[config.mk]
export PLATFORM = sky130hd
export DESIGN_NAME = odo_mul
export DESIGN_NICKNAME = d
export VERILOG_FILES = /design/src/rtl/odo_pkg.sv /design/src/rtl/odo_mul.sv
export SDC_FILE = /design/constraint.sdc
export NUM_CORES = 2
export LEC_CHECK = 0
export BUFFER_PORTS_ARGS = -buffer_cell sky130_fd_sc_hd__buf_2
export CAP_MARGIN = 20
export CORE_ASPECT_RATIO = 0.6
export CORE_MARGIN = 8
export CORE_UTILIZATION = 40
export CTS_CLUSTER_DIAMETER = 200
export DETAILED_ROUTE_END_ITERATION = 6
export SYNTH_ARGS = -nofsm -noshare
export SYNTH_HDL_FRONTEND = slang
export SYNTH_SLANG_ARGS = --single-unit
export TNS_END_PERCENT = 20
[constraint.sdc]
create_clock -name clock -period 8.5 [get_ports clock]
set_input_delay 0.85 -clock clock [delete_from_list [all_inputs] [get_ports clock]]
set_output_delay 0.85 -clock clock [all_outputs]
set_load 0.01 [all_outputs]
[src/rtl/odo_pkg.sv]
// Shared types, constants and arithmetic helpers for the three-encoder odometry integrator.
`default_nettype none
package odo_pkg;

   localparam int FRAC_BITS        = 16;
   localparam int CORDIC_STEPS_DEF = 16;
   localparam int ATAN_LEN         = 30;

   localparam int ANG_W      = 32;
   localparam int HEAD_OUT_W = 19;
   localparam int REQ_DATA_W = 96;
   localparam int RSP_DATA_W = 88;
   localparam int CSR_ADDR_W = 1;
   localparam int CSR_DATA_W = 32;

   localparam int MUL_W  = 33;
   localparam int PROD_W = 2 * MUL_W;

   localparam longint TENTH_Q32 = 64'd429496730;
   localparam longint PI_Q30    = 64'd3373259426;
   localparam longint PI_QF     = (PI_Q30 + (64'd1 << (29 - FRAC_BITS))) >> (30 - FRAC_BITS);
   localparam longint TWO_PI_QF = 2 * PI_QF;

   localparam int HEAD_W = $clog2(PI_QF + 1) + 1;

   localparam int     WRAP_W     = 33;
   localparam longint WRAP_BIAS  = TWO_PI_QF * (64'd2147483648 / TWO_PI_QF + 1);
   localparam int     WRAP_TOP   = WRAP_W - $clog2(TWO_PI_QF);
   localparam int     WRAP_CNT_W = $clog2(WRAP_TOP + 1);

   localparam int     Z_W          = 34;
   localparam int     XY_W         = 34;
   localparam int     CS_W         = FRAC_BITS + 3;
   localparam int     CORDIC_SHIFT = 30 - FRAC_BITS;
   localparam longint CORDIC_K_Q30 = 64'd652032875;
   localparam longint HALF_PI_Q30  = PI_Q30 / 2;

   localparam logic [CSR_DATA_W-1:0] GAIN_RESET = 32'd327680;

   localparam logic signed [PROD_W-1:0] S32_MAX = PROD_W'(64'sd2147483647);
   localparam logic signed [PROD_W-1:0] S32_MIN = -PROD_W'(64'sd2147483648);

   typedef enum logic [CSR_ADDR_W-1:0] {
      CSR_TURN_GAIN   = 1'b0,
      CSR_FRONT_LEVER = 1'b1
   } odo_csr_type;

   function automatic logic signed [Z_W-1:0] atan_q30(input logic [4:0] idx);
      logic signed [Z_W-1:0] v;
      case (idx)
         5'd0:    v = Z_W'(64'sd843314857);
         5'd1:    v = Z_W'(64'sd497837829);
         5'd2:    v = Z_W'(64'sd263043837);
         5'd3:    v = Z_W'(64'sd133525159);
         5'd4:    v = Z_W'(64'sd67021687);
         5'd5:    v = Z_W'(64'sd33543516);
         5'd6:    v = Z_W'(64'sd16775851);
         5'd7:    v = Z_W'(64'sd8388437);
         5'd8:    v = Z_W'(64'sd4194283);
         5'd9:    v = Z_W'(64'sd2097149);
         5'd10:   v = Z_W'(64'sd1048576);
         5'd11:   v = Z_W'(64'sd524288);
         5'd12:   v = Z_W'(64'sd262144);
         5'd13:   v = Z_W'(64'sd131072);
         5'd14:   v = Z_W'(64'sd65536);
         5'd15:   v = Z_W'(64'sd32768);
         5'd16:   v = Z_W'(64'sd16384);
         5'd17:   v = Z_W'(64'sd8192);
         5'd18:   v = Z_W'(64'sd4096);
         5'd19:   v = Z_W'(64'sd2048);
         5'd20:   v = Z_W'(64'sd1024);
         5'd21:   v = Z_W'(64'sd512);
         5'd22:   v = Z_W'(64'sd256);
         5'd23:   v = Z_W'(64'sd128);
         5'd24:   v = Z_W'(64'sd64);
         5'd25:   v = Z_W'(64'sd32);
         5'd26:   v = Z_W'(64'sd16);
         5'd27:   v = Z_W'(64'sd8);
         5'd28:   v = Z_W'(64'sd4);
         5'd29:   v = Z_W'(64'sd2);
         default: v = '0;
      endcase
      return v;
   endfunction

   // Product of an angle and 0.1 in Q0.32, rounded half up to whole units.
   function automatic logic signed [ANG_W-1:0] scale_round(input logic signed [PROD_W-1:0] p);
      logic signed [PROD_W-1:0] t;
      t = p + PROD_W'(64'sd2147483648);
      return t[63:32];
   endfunction

   function automatic logic signed [PROD_W-1:0] round_fb(input logic signed [PROD_W-1:0] p);
      logic signed [PROD_W-1:0] t;
      t = p + PROD_W'(64'sd1 <<< (FRAC_BITS - 1));
      return t >>> FRAC_BITS;
   endfunction

   function automatic logic signed [ANG_W-1:0] sat_s32(input logic signed [PROD_W-1:0] v);
      logic signed [ANG_W-1:0] r;
      if (v > S32_MAX) begin
         r = 32'sh7fffffff;
      end else if (v < S32_MIN) begin
         r = 32'sh80000000;
      end else begin
         r = v[ANG_W-1:0];
      end
      return r;
   endfunction

endpackage
`default_nettype wire

[src/rtl/odo_mul.sv]
// Shared signed multiplier with a registered product.
`default_nettype none
module odo_mul
   import odo_pkg::*;
(
   input  wire                       clock,
   input  wire  signed [MUL_W-1:0]   mul_a,
   input  wire  signed [MUL_W-1:0]   mul_b,
   output logic signed [PROD_W-1:0]  prod_ff
);

   logic signed [PROD_W-1:0] prod_in;

   assign prod_in = PROD_W'(mul_a) * PROD_W'(mul_b);

   always_ff @(posedge clock) begin
      prod_ff <= prod_in;
   end

endmodule
`default_nettype wire

== Yosys cells after proc, flatten, opt, wreduce, memory -nomap -nowiden ==
Index checks and enable logic that the tools add are counted.

* Add/sub/neg operators: 0
* Multiply operators: 1
* Divide/modulo/power cells: 0
* $lt $le $gt $ge: 0
* Eq/ne operators: 0
* Shifts and indexed selects: 0
* Muxes and demuxes: 0
* Bitwise logic cells: 0
* Reduce and logical (&&, ||, !) cells: 0

{| class="wikitable"
|+ Operators with widths
! kind !! count
|-
| multiplier 33 x 33 -> 66 bit || 1
|}

* Register bits: 66
* Bits in latches: 0
* Bits in writable memories: 0
* ROM bits: 0
* Output and inout port bits: 66
* Word-level logic and storage cells: 2
* Memories: 0

== Longest topological paths before layout ==
* Depth in word-level cells: 1
* Mapped depth: 29
* Mapped depth without buffers: 27

== Worst setup path after synthesis ==
Ideal clock, no wire load.

* Kind: in2reg
* Start point: input mul_a[32]
* End point: register prod_ff[65]
* Library setup time: 0.072 ns
* Arrival time: 7.999 ns
* Required time: 8.428 ns
* Path slack: 0.429 ns
* Cell stages on the path: 22
* Buffers on the path: 2
* Cells stage by stage: clkbuf_1 nand2_1 inv_1 fa_1 fa_1 fa_1 fa_1 fa_1 fa_1 fa_1 inv_1 fa_1 inv_1 ha_1 clkbuf_1 a21o_1 a21o_1 a221o_1 a31oi_2 o211ai_1 o41ai_2 xnor2_1

* Longest elaborated chain between the ends: 1

{| class="wikitable"
|+ RTL lines
! element !! line !! source
|-
| from (decl) || odo_mul.sv:7 || <nowiki>input wire signed [MUL_W-1:0] mul_a,</nowiki>
|-
| multiplier 33 x 33 -> 66 bit || odo_mul.sv:14 || <nowiki>assign prod_in = PROD_W'(mul_a) * PROD_W'(mul_b);</nowiki>
|-
| via prod_in[65] || odo_mul.sv:12 || <nowiki>logic signed [PROD_W-1:0] prod_in;</nowiki>
|-
| to (signal assigned) || odo_mul.sv:17 || <nowiki>prod_ff <= prod_in;</nowiki>
|-
| to (decl) || odo_mul.sv:9 || <nowiki>output logic signed [PROD_W-1:0] prod_ff</nowiki>
|}

The timed path passes the listed nets, and every way through them passes these cells.

== Worst setup path in the final report ==
* Start point: input mul_a[22]
* End point: register prod_ff[59]

The elaborated chain is that of the path after synthesis.

==> impl_results.md <==
* Commonest cells after routing, fill and taps aside: 1145 x fa_1, 1133 x inv_1, 562 x and2_1
* WP depth at 25
* TritonCTS buffer count at 9
* CTS Hold Buffers Added at 0
* WL/cell at 20.4 um
* Hold Path Origin: mul_b[0]
* Fin area at 0.0434 mm^2
* Worst Max-Slew Pin Slew at 785 ps
* Hpwl dp at 103000 um
* Cell taking the most area after synthesis: fa_1
* Fillers at 9756
* Gr ovfl total at 0
* Critical Path Source: mul_a[22]
* CTS tree: yes
* Largest register FFs at 66
* Final GP Congestion at 0.910
* RSZ-0062 raised after global routing: false
* Final hold vios at 0
* Number of synthesized register bits at 66
* CP max stage cell: fa_1
* Register area share after synthesis at 0.0327
* Post-synth ARST share at 0
* Ys flop type: dfxtp_1
* Max FO, Critical Path at 15
* Largest net degree at the start of global routing at 34
* Worst-path clk slew at 70 ps
* First-pass GRT wire length at 188000 um
* Slew Limit Fails at 0
* Top Ports at 133
* Outcome: completed
* Crit path largest cell delay at 710 ps
* Yosys warns at 0
* Layout net count at 5785
* Area contributors post-synth: fa_1 57%, inv_1 11%, and2_1 8.7%
* Synthesized area at 0.0404 mm^2
* DP Cell Count at 5678
* Worst hold-check path type: input port to register
* Family with the most delay on the worst path: adder cells
* Total die area at 0.112 mm^2
* Syn avg cell area at 9.38 um^2
* CP dominant cell by count: fa_1
* Netlist cell types at 61
* Min cycle time layout at 8270 ps
* WP data required at 8780 ps
* CP startpoint kind: input port
* Register Area at 0.00132 mm^2
* Commonest non-fill, non-tap cell in the layout: fa_1
* Max Clock Freq at 121 MHz
* Setup Viol. Count Final at 0
* Die Span X at 426 um
* Drt drc at 0
* Top reg by flops: prod_ff
* First DRT Iteration DRCs at 2299
* Die Y at 262 um
* Critical path class: input port to register
* CTS HTree Levels at 3
* CP Capture Type: register
* Initial antenna violation count at 4
* Max transition margin at 0.477
* Vias in the first global route at 29900
* P&R area growth vs syn at 7.45%
* Row count at 90
* GRT Util Overall at 0.219
* DRT Pass-1 Iters at 5
* Core area at 0.100 mm^2
* CTS Buffer Depth at 2
* Vias at 27900
* Port Buffer Count at 132
* Final setup TNS at 0 ps
* Arrival @ worst endpoint at 8540 ps
* Max cap viols at 0
* Area of the multi-input gates at 0.0340 mm^2
* Root Driver: clkbuf_16
* Worst Path Buf+Inv at 6
* Syn_nets at 5731
* Layout cells sized above 1 at 0.0699
* DRT Wirelength at 116000 um
* Initial core utilization at 0.403
* Hold depth at 2
* Top Registers: prod_ff (66)
* Antenna Nets Post-Route at 0
* Share of Yosys cell area claimed by the top area cell type at 0.568
* Period utilisation layout at 0.973
* Finished Layout Cells at 5697
* Synthesized instance count at 4302
* Area of placed instances at 0.0430 mm^2
* Vias per cell at 4.90
* Post-synth EDFFs at 0
* Clock sinks at 66
cell families (layout without fill, tap and decap cells):
| family | after synthesis | count (layout) | synth area share |
|---|---|---|---|
| xor gates and xnor gates | 75 | 75 | 0.0163 |
| and+or+nand+nor | 1228 | 1228 | 0.154 |
| AOI/OAI and AO/OA | 217 | 217 | 0.0360 |
| adders and majority gates | 1362 | 1362 | 0.635 |
| DFF | 66 | 66 | 0.0327 |
| other | 0 | 2 | 0 |
| buffers and inverters | 1354 | 1413 | 0.126 |
cells in the mapped netlist (all sizes together), types with 8 or more instances:
| cell | count |
|---|---|
| fa | 1145 |
| inv | 1133 |
| and2 | 563 |
| nand2 | 543 |
| clkbuf | 220 |
| ha | 217 |
| a21oi | 73 |
| dfxtp | 66 |
| xnor2 | 55 |
| nor2 | 47 |
| o21ai | 43 |
| a21o | 28 |
| xor2 | 20 |
| nand3 | 18 |
| a31oi | 10 |
| a211oi | 9 |
| nand2b | 9 |
| nand4 | 9 |
| nor3 | 8 |
| o21bai | 8 |
final cells by class:
type                    instances  area share
multi-input cells            2882       0.783
inverters                    1133      0.0980
repair buffers                264      0.0429
well taps                    1334      0.0385
flip-flops and latches         66      0.0305
clock buffers                  11     0.00583
clock inverters                 5    0.000894
diodes                          2    0.000115
what timing repair did:
| action | 4_1_cts | 5_1_grt |
|---|---|---|
| buffers inserted | 0 | 0 |
| endpoints found under the setup margin | 0 | 2 |
| resized for setup | 0 | 3 |
worst paths after layout:
check	end	slack (ps)
worst max-delay path	prod_ff[59]	230
worst min-delay path	prod_ff[0]	980
routing by layer:
metal,global-route usage,wire length (um)
met5,0,13
met1,0.370,59300
met2,0.255,40000
met4,0.0239,814
met3,0.0902,16400
metrics by stage:
step,util,hold slack [ps],worst slack (ps)
after floorplan,-,977,429
final,0.433,984,232
after detailed placement,0.429,1250,-128
after global routing,0.433,988,13.9
after CTS,0.432,965,218
after global placement,0.429,1250,-116
Power is not shown: default switching activity piles up to over one toggle a cycle in this logic, so the estimate is an artifact.
