==> src/rtl/odo_pkg.sv <==
// Shared types, constants and arithmetic helpers for the three-encoder odometry integrator.
`default_nettype none
package odo_pkg;

   localparam int FRAC_BITS        = 16;
   localparam int CORDIC_STEPS_DEF = 16;
   localparam int ATAN_LEN         = 30;

   localparam int ANG_W      = 32;
   localparam int HEAD_OUT_W = 19;
   localparam int REQ_DATA_W = 96;
   localparam int RSP_DATA_W = 88;
   localparam int CSR_ADDR_W = 1;
   localparam int CSR_DATA_W = 32;

   localparam int MUL_W  = 33;
   localparam int PROD_W = 2 * MUL_W;

   localparam longint TENTH_Q32 = 64'd429496730;
   localparam longint PI_Q30    = 64'd3373259426;
   localparam longint PI_QF     = (PI_Q30 + (64'd1 << (29 - FRAC_BITS))) >> (30 - FRAC_BITS);
   localparam longint TWO_PI_QF = 2 * PI_QF;

   localparam int HEAD_W = $clog2(PI_QF + 1) + 1;

   localparam int     WRAP_W     = 33;
   localparam longint WRAP_BIAS  = TWO_PI_QF * (64'd2147483648 / TWO_PI_QF + 1);
   localparam int     WRAP_TOP   = WRAP_W - $clog2(TWO_PI_QF);
   localparam int     WRAP_CNT_W = $clog2(WRAP_TOP + 1);

   localparam int     Z_W          = 34;
   localparam int     XY_W         = 34;
   localparam int     CS_W         = FRAC_BITS + 3;
   localparam int     CORDIC_SHIFT = 30 - FRAC_BITS;
   localparam longint CORDIC_K_Q30 = 64'd652032875;
   localparam longint HALF_PI_Q30  = PI_Q30 / 2;

   localparam logic [CSR_DATA_W-1:0] GAIN_RESET = 32'd327680;

   localparam logic signed [PROD_W-1:0] S32_MAX = PROD_W'(64'sd2147483647);
   localparam logic signed [PROD_W-1:0] S32_MIN = -PROD_W'(64'sd2147483648);

   typedef enum logic [CSR_ADDR_W-1:0] {
      CSR_TURN_GAIN   = 1'b0,
      CSR_FRONT_LEVER = 1'b1
   } odo_csr_type;

   function automatic logic signed [Z_W-1:0] atan_q30(input logic [4:0] idx);
      logic signed [Z_W-1:0] v;
      case (idx)
         5'd0:    v = Z_W'(64'sd843314857);
         5'd1:    v = Z_W'(64'sd497837829);
         5'd2:    v = Z_W'(64'sd263043837);
         5'd3:    v = Z_W'(64'sd133525159);
         5'd4:    v = Z_W'(64'sd67021687);
         5'd5:    v = Z_W'(64'sd33543516);
         5'd6:    v = Z_W'(64'sd16775851);
         5'd7:    v = Z_W'(64'sd8388437);
         5'd8:    v = Z_W'(64'sd4194283);
         5'd9:    v = Z_W'(64'sd2097149);
         5'd10:   v = Z_W'(64'sd1048576);
         5'd11:   v = Z_W'(64'sd524288);
         5'd12:   v = Z_W'(64'sd262144);
         5'd13:   v = Z_W'(64'sd131072);
         5'd14:   v = Z_W'(64'sd65536);
         5'd15:   v = Z_W'(64'sd32768);
         5'd16:   v = Z_W'(64'sd16384);
         5'd17:   v = Z_W'(64'sd8192);
         5'd18:   v = Z_W'(64'sd4096);
         5'd19:   v = Z_W'(64'sd2048);
         5'd20:   v = Z_W'(64'sd1024);
         5'd21:   v = Z_W'(64'sd512);
         5'd22:   v = Z_W'(64'sd256);
         5'd23:   v = Z_W'(64'sd128);
         5'd24:   v = Z_W'(64'sd64);
         5'd25:   v = Z_W'(64'sd32);
         5'd26:   v = Z_W'(64'sd16);
         5'd27:   v = Z_W'(64'sd8);
         5'd28:   v = Z_W'(64'sd4);
         5'd29:   v = Z_W'(64'sd2);
         default: v = '0;
      endcase
      return v;
   endfunction

   // Product of an angle and 0.1 in Q0.32, rounded half up to whole units.
   function automatic logic signed [ANG_W-1:0] scale_round(input logic signed [PROD_W-1:0] p);
      logic signed [PROD_W-1:0] t;
      t = p + PROD_W'(64'sd2147483648);
      return t[63:32];
   endfunction

   function automatic logic signed [PROD_W-1:0] round_fb(input logic signed [PROD_W-1:0] p);
      logic signed [PROD_W-1:0] t;
      t = p + PROD_W'(64'sd1 <<< (FRAC_BITS - 1));
      return t >>> FRAC_BITS;
   endfunction

   function automatic logic signed [ANG_W-1:0] sat_s32(input logic signed [PROD_W-1:0] v);
      logic signed [ANG_W-1:0] r;
      if (v > S32_MAX) begin
         r = 32'sh7fffffff;
      end else if (v < S32_MIN) begin
         r = 32'sh80000000;
      end else begin
         r = v[ANG_W-1:0];
      end
      return r;
   endfunction

endpackage
`default_nettype wire

==> src/rtl/odo_cordic.sv <==
// Iterative CORDIC giving cosine and sine of a heading, one micro-rotation per cycle.
`default_nettype none
module odo_cordic
   import odo_pkg::*;
#(
   parameter int CORDIC_STEPS = CORDIC_STEPS_DEF
)
(
   input  wire                      clock,
   input  wire                      reset,
   input  wire                      start,
   input  wire  signed [HEAD_W-1:0] angle,
   output logic                     done_ff,
   output logic signed [CS_W-1:0]   cos_ff,
   output logic signed [CS_W-1:0]   sin_ff
);

   localparam int STEP_W = (CORDIC_STEPS > 1) ? $clog2(CORDIC_STEPS) : 1;

   localparam logic signed [Z_W-1:0]  PI_Z      = Z_W'(PI_Q30);
   localparam logic signed [Z_W-1:0]  HALF_PI_Z = Z_W'(HALF_PI_Q30);
   localparam logic signed [XY_W-1:0] K_XY      = XY_W'(CORDIC_K_Q30);
   localparam logic signed [XY_W-1:0] HALF_LSB  = XY_W'(64'sd1 <<< (CORDIC_SHIFT - 1));

   typedef enum logic [1:0] {
      C_IDLE,
      C_RUN,
      C_ROUND
   } cor_state_type;

   cor_state_type           state_ff, state_in;
   logic [STEP_W-1:0]       cnt_ff, cnt_in;
   logic signed [XY_W-1:0]  x_ff, x_in, y_ff, y_in;
   logic signed [Z_W-1:0]   z_ff, z_in;
   logic                    flip_ff, flip_in;
   logic                    done_in;
   logic signed [CS_W-1:0]  cos_in, sin_in;

   logic signed [Z_W-1:0]   z_start;
   logic signed [XY_W-1:0]  x_sh, y_sh, x_rnd, y_rnd;

   always_comb begin
      state_in = state_ff;
      cnt_in   = cnt_ff;
      x_in     = x_ff;
      y_in     = y_ff;
      z_in     = z_ff;
      flip_in  = flip_ff;
      done_in  = 1'b0;
      cos_in   = cos_ff;
      sin_in   = sin_ff;
      z_start  = Z_W'(angle) <<< CORDIC_SHIFT;
      x_sh     = x_ff >>> cnt_ff;
      y_sh     = y_ff >>> cnt_ff;
      x_rnd    = (x_ff + HALF_LSB) >>> CORDIC_SHIFT;
      y_rnd    = (y_ff + HALF_LSB) >>> CORDIC_SHIFT;
      case (state_ff)
         C_IDLE: begin
            if (start) begin
               x_in     = K_XY;
               y_in     = '0;
               cnt_in   = '0;
               state_in = C_RUN;
               if (z_start > HALF_PI_Z) begin
                  z_in    = z_start - PI_Z;
                  flip_in = 1'b1;
               end else if (z_start < -HALF_PI_Z) begin
                  z_in    = z_start + PI_Z;
                  flip_in = 1'b1;
               end else begin
                  z_in    = z_start;
                  flip_in = 1'b0;
               end
            end
         end
         C_RUN: begin
            if (!z_ff[Z_W-1]) begin
               x_in = x_ff - y_sh;
               y_in = y_ff + x_sh;
               z_in = z_ff - atan_q30(5'(cnt_ff));
            end else begin
               x_in = x_ff + y_sh;
               y_in = y_ff - x_sh;
               z_in = z_ff + atan_q30(5'(cnt_ff));
            end
            if (cnt_ff == STEP_W'(CORDIC_STEPS - 1)) begin
               state_in = C_ROUND;
            end else begin
               cnt_in = cnt_ff + 1'b1;
            end
         end
         C_ROUND: begin
            cos_in   = flip_ff ? -CS_W'(x_rnd) : CS_W'(x_rnd);
            sin_in   = flip_ff ? -CS_W'(y_rnd) : CS_W'(y_rnd);
            done_in  = 1'b1;
            state_in = C_IDLE;
         end
         default: begin
            state_in = C_IDLE;
         end
      endcase
   end

   always_ff @(posedge clock) begin
      if (reset) begin
         state_ff <= C_IDLE;
         done_ff  <= 1'b0;
      end else begin
         state_ff <= state_in;
         done_ff  <= done_in;
      end
      cnt_ff  <= cnt_in;
      x_ff    <= x_in;
      y_ff    <= y_in;
      z_ff    <= z_in;
      flip_ff <= flip_in;
      cos_ff  <= cos_in;
      sin_ff  <= sin_in;
   end

endmodule
`default_nettype wire

==> config.mk <==
export PLATFORM = sky130hd
export DESIGN_NAME = odo_cordic
export DESIGN_NICKNAME = d
export VERILOG_FILES = /design/src/rtl/odo_pkg.sv /design/src/rtl/odo_cordic.sv
export SDC_FILE = /design/constraint.sdc
export NUM_CORES = 1
export LEC_CHECK = 0
export BUFFER_PORTS_ARGS = -buffer_cell sky130_fd_sc_hd__buf_4
export CAP_MARGIN = 20
export CORE_ASPECT_RATIO = 2
export CORE_MARGIN = 4
export CORE_UTILIZATION = 57
export CTS_CLUSTER_SIZE = 10
export DETAILED_ROUTE_END_ITERATION = 10
export HOLD_SLACK_MARGIN = 0.02
export PLACE_DENSITY = 0.82
export SYNTH_ARGS = -nofsm -noshare
export SYNTH_HDL_FRONTEND = slang
export SYNTH_SLANG_ARGS = --single-unit
==> constraint.sdc <==
create_clock -name clock -period 12.5 [get_ports clock]
set_input_delay 0.625 -clock clock [delete_from_list [all_inputs] [get_ports clock]]
set_output_delay 0.625 -clock clock [all_outputs]
set_load 0.005 [all_outputs]
Word-level counts from Yosys, hierarchy flattened
Memories as Yosys holds them, arrays and structs flattened. A register that Yosys moved wholly into a read port is not among the register bits.
Cells that the tools add are included.
{"block": "totals", "register_bits": 148, "latch_bits": 0, "mem_bits_rw": 0, "rom_bits": 960, "inputBits": 22, "out_inout_bits": 39, "wordCells": 67, "mem_count": 2}
{"block": "op_classes", "n_addsub": 13, "multipliers": 0, "div_mod_pow": 0, "magnitude_cmp": 2, "n_eq_ne": 6, "shift": 2, "muxes": 27, "bitwise": 0, "n_reduce_logical": 6}
{"name": "(name not given)", "words": 16, "width": 30, "rd": 1, "rd_clocked_by_memory_dff": 1, "wr": 0, "line": "odo_pkg.sv:50", "source": "case (idx)"}
{"name": "(name not given)", "words": 16, "width": 30, "rd": 1, "rd_clocked_by_memory_dff": 1, "wr": 0, "line": "odo_pkg.sv:50"}
{"operator": "34-bit two-way mux", "count": 12}
{"operator": "34-bit case mux with 2 select lines", "count": 3}
{"operator": "34-bit adder", "count": 3}
{"operator": "34-bit subtractor", "count": 3}
{"operator": "34-bit by 4-bit >>> shifter with 34-bit output", "count": 2}
{"operator": "33-bit by 15-bit adder with 33-bit output, second input constant", "count": 2}
{"operator": "19-bit two-way mux", "count": 2}
{"operator": "19-bit negation", "count": 2}
{"operator": "33-bit by 33-bit adder with 34-bit output, second input constant", "count": 1}
{"operator": "33-bit by 33-bit subtractor with 34-bit output, second input constant", "count": 1}
{"operator": "33-bit by 32-bit greater-than comparator with 1-bit output, second input constant", "count": 1}
{"operator": "33-bit by 32-bit less-than comparator with 1-bit output, second input constant", "count": 1}
{"operator": "4-bit two-way mux", "count": 4}
{"operator": "4-bit case mux with 2 select lines", "count": 1}
{"operator": "2-bit inequality test, second input constant", "count": 3}
{"operator": "2-bit AND reduction", "count": 3}
{"operator": "4-bit by 1-bit adder with 4-bit output, second input constant", "count": 1}
{"operator": "4-bit == test, second input constant", "count": 1}
{"operator": "2-bit two-way mux", "count": 2}
{"operator": "2-bit case mux with 2 select lines", "count": 1}
{"operator": "3-bit AND reduction", "count": 1}
{"operator": "2-bit by 1-bit == test with 1-bit output, second input constant", "count": 1}
{"operator": "2-bit == test, second input constant", "count": 1}
{"operator": "2-bit logical NOT", "count": 1}
{"operator": "2 further kinds", "count": 3}

Depth between registers and ports, before layout
{"block": "depth", "word_depth": 5, "ltp_mapped": 28, "depth_no_buf": 23}

Worst setup path after synthesis
Ideal clock, no wire load.
{"block": "synth_path", "path_type": "input to register", "from": "in start", "to": "reg with a tool-made name", "setup_ns": 0.137, "arrival_ns": 6.192, "required_ns": 12.363, "path_slack_ns": 6.171, "path_stages": 6, "n_path_buf": 2, "path_cell_list": "nor2_1 -> nor2_1 -> o22a_1 -> clkbuf_1 -> buf_1 -> a31oi_1"}
{"element": "from (decl)", "line": "odo_cordic.sv:11", "source": "input wire start,"}

Final worst setup path
{"block": "layout_path", "from": "reg cnt_ff[0]", "to": "reg x_ff[29], data pin"}
{"block": "layout_via", "elab_chain_len": 4, "elab_cells_between_ends": 5, "classes_between": "2 x add/sub; 1 x shift; 2 x mux"}
{"element": "from (decl)", "line": "odo_cordic.sv:32", "source": "logic [STEP_W-1:0] cnt_ff, cnt_in;"}
{"element": "from (signal assigned)", "line": "odo_cordic.sv:112", "source": "cnt_ff <= cnt_in;"}
{"element": "34-bit by 4-bit >>> shifter with 34-bit output (*)", "line": "odo_cordic.sv:54", "source": "y_sh = y_ff >>> cnt_ff;"}
{"element": "34-bit subtractor or 34-bit adder (tied branches)", "line": "odo_cordic.sv:78, odo_cordic.sv:82"}
{"element": "34-bit two-way mux (*)", "line": "odo_cordic.sv:77", "source": "if (!z_ff[Z_W-1]) begin"}
{"element": "34-bit case mux with 2 select lines (*)", "line": "odo_cordic.sv:57", "source": "case (state_ff)"}
{"element": "to (signal assigned)", "line": "odo_cordic.sv:113", "source": "x_ff <= x_in;"}
{"element": "to (decl)", "line": "odo_cordic.sv:33", "source": "logic signed [XY_W-1:0] x_ff, x_in, y_ff, y_in;"}
Every way passes the cells marked *; elsewhere a longest branch is shown, timed or not.
A chain may end at the register's enable or synchronous reset.

==> impl_results.md <==
* Status: finished, final reports clean
* Share of power burned in the clock network at 8.4%
* Cell type with the highest occurrence count on the critical path: sky130_fd_sc_hd__buf_4
* Psw at 0.003256 W
* Post-Route WL at 64.22 mm
* Logic pwr share at 70.7%
* Post-layout net count at 2402
* Number of failing hold endpoints at the final stage at 0
* Kind of end point of the critical path: flip-flop
* Cell type with the largest total area after synthesis: sky130_fd_sc_hd__edfxtp_1
* Routed via count at between 15000 and 20000
* Initial antenna violation count at 0
* Full die area at 37540 um^2
* Share of synthesized registers carrying an async set or reset at 0%
* Placer's final routability congestion estimate at 1.088
* Count of mapped cells out of synthesis at 2295
* DR pass1 iterations at 8
* Buffer and inverter count on the worst path at 4
* Setup repair after global routing missed its margin: false
* H-tree depth reported by CTS at 4
* Row count at 95
* Global-route wire length before repair at 98.30 mm
* Clock input transition at the sequential cells of the worst setup and hold paths at 0.07 ns
* Count of boundary I/O pins at 61
* Sequential group share of total power at 20.9%
* Iteration-0 DRC Markers at 1754
* Routed wire per std cell at about 24 um
* Most used standard cells in the synthesized netlist: sky130_fd_sc_hd__nand2_1, sky130_fd_sc_hd__a21oi_1, sky130_fd_sc_hd__nor2_1
* Total chip power at 0.006301 W
* Global-route usage over all layers at about a third
* Core footprint at 33760 um^2
* Area fraction of the dominant cell type after synthesis at between 20% and 30%
* Max-Slew Margin vs Limit at 26.85%
* Mapped Nets at around 2400
* Worst-case hold slack at 0.3174 ns
* Placed wire-length estimate at 47.13 mm
* Max-cap violation count at 0
* Transition at the pin with the smallest max-transition slack at 1.097 ns
* FILL cells at 2975
* Clk Tree Root Cell: sky130_fd_sc_hd__clkbuf_16
* Top-count cell post-synth: sky130_fd_sc_hd__nand2_1
* Crit path max fanout at 48
* Worst voltage drop across the vdd grid at 0.1414 mV
* Detail Route Antenna Nets at 0
* Initial Util at 57.97%
* Number of sinks handled by clock tree synthesis at about 180
* Ordered list of cells on the worst path: buf_4 > buf_4 > inv_1 > buf_4 > mux4_2 > a2111o_1 > a221oi_2 > nor4b_4 > and3_1 > a21oi_1 > o41ai_1 > nor2_1 > ha_1 > nand2_1 > o21ai_0 > o41ai_1 > a2bb2oi_1 > o311ai_0 > a41o_1 > a21o_1 > a211oi_1 > o21ai_0
* Floorplan die height at approximately 270 um
* Number of global-route vias before repair at 18590
* Overflow after GRT at 0
* Setup crit start kind: flip-flop
* Worst Path Class, Setup: flip-flop to flip-flop
* Sum Neg Setup Slack at 0 ns
* Maximum clock frequency at around 140 MHz
* Top cell family by delay on the critical path: compound AO/OA/AOI/OAI gates
* Minimum clock period at just under 7 ns
* Residual DRC count at 0
* HP Class: primary input to flip-flop
* Ratio of routed vias to standard cells at about 7
* Number of storage elements in the synthesis netlist at roughly 180
* CTS tree: built
* Average size of a mapped cell at ~8.5 um^2
* Cell types with the largest area share after synthesis: sky130_fd_sc_hd__edfxtp_1, sky130_fd_sc_hd__ha_1, sky130_fd_sc_hd__mux4_2, sky130_fd_sc_hd__xnor2_1, sky130_fd_sc_hd__xor2_1
* Yosys warning count at 0
* Number of setup buffers added after CTS at 0
* P&R area growth vs syn at 5.946%
* Netlist Area Pre-Place at 19570 um^2
* Static Leakage at 8.091 nW
* Dpl cell area at 20160 um^2
* Final Cell Area at 20730 um^2
* Number of enable-type register cells in the synthesized netlist at 145
* Sequential cell area fraction in the yosys report at between 20% and 30%
* Max-slew violation count at 0
* Sequential cell area at roughly 5000 um^2
* Area occupied by multi-input gates at 13770 um^2
* Largest incremental delay on the critical path at ~0.54 ns
* Switching power share of the total at 51.68%
* Count of hold buffers inserted by post-cts repair at 0
* Worst Clk Skew at around 0.013 ns
* Worst Path Arrival at 7.12 ns
* CP max stage cell: sky130_fd_sc_hd__mux4_2
* PortBufs at 60
* Count of instances resized after the clock tree is built at 0
* P per Cell Area at 303.9 nW/um^2
* Final setup viols at 0
* Period Utilization, post-route at 55.50%
* Clock insertion delay at the later pin of the skew report at around 0.48 ns
* Maximum number of pins on one net before global-route repair at 75
* Library cells used by synthesis at 92
* Dominant synthesized flop cell: sky130_fd_sc_hd__edfxtp_1
* Layout cell share with drive strength beyond 1 at around a tenth
* DIE WIDTH at ~140 um
* Internal power component at slightly above 0.003 W
* Critical path required time at 12.68 ns
* Clk buf depth at 2
* Number of buffers added by the clock tree synthesis step at 17
-- placed cells by master, fill, tap and decap left out, types with 17 or more instances in the layout --
cell type / netlist / final
sky130_fd_sc_hd__nand2_1: 208 / 208
sky130_fd_sc_hd__o21ai_0: 144 / 144
sky130_fd_sc_hd__mux2i_1: 61 / 61
sky130_fd_sc_hd__nand2b_1: 28 / 27
sky130_fd_sc_hd__a31oi_1: 36 / 36
sky130_fd_sc_hd__a21o_1: 56 / 56
sky130_fd_sc_hd__a21oi_1: 201 / 201
sky130_fd_sc_hd__nor3_1: 47 / 47
sky130_fd_sc_hd__nor2b_1: 23 / 21
sky130_fd_sc_hd__o21a_1: 19 / 19
sky130_fd_sc_hd__nand4_1: 19 / 19
sky130_fd_sc_hd__mux2_2: 44 / 44
sky130_fd_sc_hd__nand3_1: 56 / 56
sky130_fd_sc_hd__inv_1: 66 / 66
sky130_fd_sc_hd__xnor2_1: 128 / 128
sky130_fd_sc_hd__and2_1: 25 / 25
sky130_fd_sc_hd__xor2_1: 119 / 119
sky130_fd_sc_hd__ha_1: 118 / 118
sky130_fd_sc_hd__edfxtp_1: 145 / 145
sky130_fd_sc_hd__o211ai_1: 19 / 19
sky130_fd_sc_hd__mux4_2: 51 / 51
sky130_fd_sc_hd__clkbuf_16: 0 / 17
sky130_fd_sc_hd__o22ai_1: 17 / 17
sky130_fd_sc_hd__dfxtp_1: 31 / 31
sky130_fd_sc_hd__nor2_1: 200 / 199
sky130_fd_sc_hd__and3_1: 26 / 26
sky130_fd_sc_hd__buf_4: 8 / 82
-- layer usage --
layer / routed length (um) / GRT usage, % / up-vias / part of all wire [%]
met5: 0 / 0 / - / 0
met4: 6462 / 28.45 / 0 / 10
met3: 4328 / 5.351 / 358 / 6.7
met2: 33090 / 60.77 / 896 / 52
met1: 20340 / 31.02 / 8791 / 32
li1: - / - / 8442 / -
-- worst paths after layout --
check	from	endpoint	slack [ns]	depth (start not counted)
hold reg to reg	cnt_ff[0]	cnt_ff[0]	0.69	1
hold / removal	reset	done_ff	0.32	2
setup reg to reg	cnt_ff[0]	x_ff[29]	5.56	22
setup / recovery	cnt_ff[0]	x_ff[29]	5.56	22
-- cells by family after synthesis --
group	synth area share, %
and+or+nand+nor	18.22
AOI/OAI and AO/OA	21.30
xor gates and xnor gates	11.05
buffers and inverters	4.354
DFF	25.42
muxes	11.81
adders and majority gates	7.851
-- per-stage QoR --
step	worst slack, ns	utilization (%)	instances
5_1_grt	5.024	61.41	2708
3_5_place_dp	5.673	59.71	2674
6_report	5.563	61.42	2709
4_1_cts	5.657	61.33	2706
2_1_floorplan	6.171	-	2295
3_3_place_gp	5.857	59.70	2673
-- power groups by stage --
| stage | registers (W) | logic, W | clock network, W |
|---|---|---|---|
| floorplan | 0.00101 | 0.00355 | 0 |
| detailed placement | 0.00129 | 0.00432 | 0 |
| finish | 0.00131 | 0.00446 | 0.000530 |
| CTS | 0.00128 | 0.00435 | 0.000533 |
| global route | 0.00131 | 0.00487 | 0.000556 |
| global placement | 0.00129 | 0.00421 | 0 |
-- worst reg2reg max path: cells and delay by family (launching register included) --
kind	cells	cell delay (ns)
AO/OA/AOI/OAI	12	3.03
buffers and inverters	4	1.37
AND/OR/NAND/NOR	4	0.89
multiplexers	1	0.55
flip-flops	1	0.44
adder cells (fa/ha/maj)	1	0.36
-- final cells by class --
class	instances	share of cell area (%)
multi-input cells	1913	66.43
flip-flops and latches	176	23.99
repair buffers	84	3.090
well taps	436	2.631
clock buffers	20	2.106
inverters	67	1.213
clock inverters	12	0.5250
diodes	1	0.01207
No activity file was read; power rests on OpenSTA's default activity.
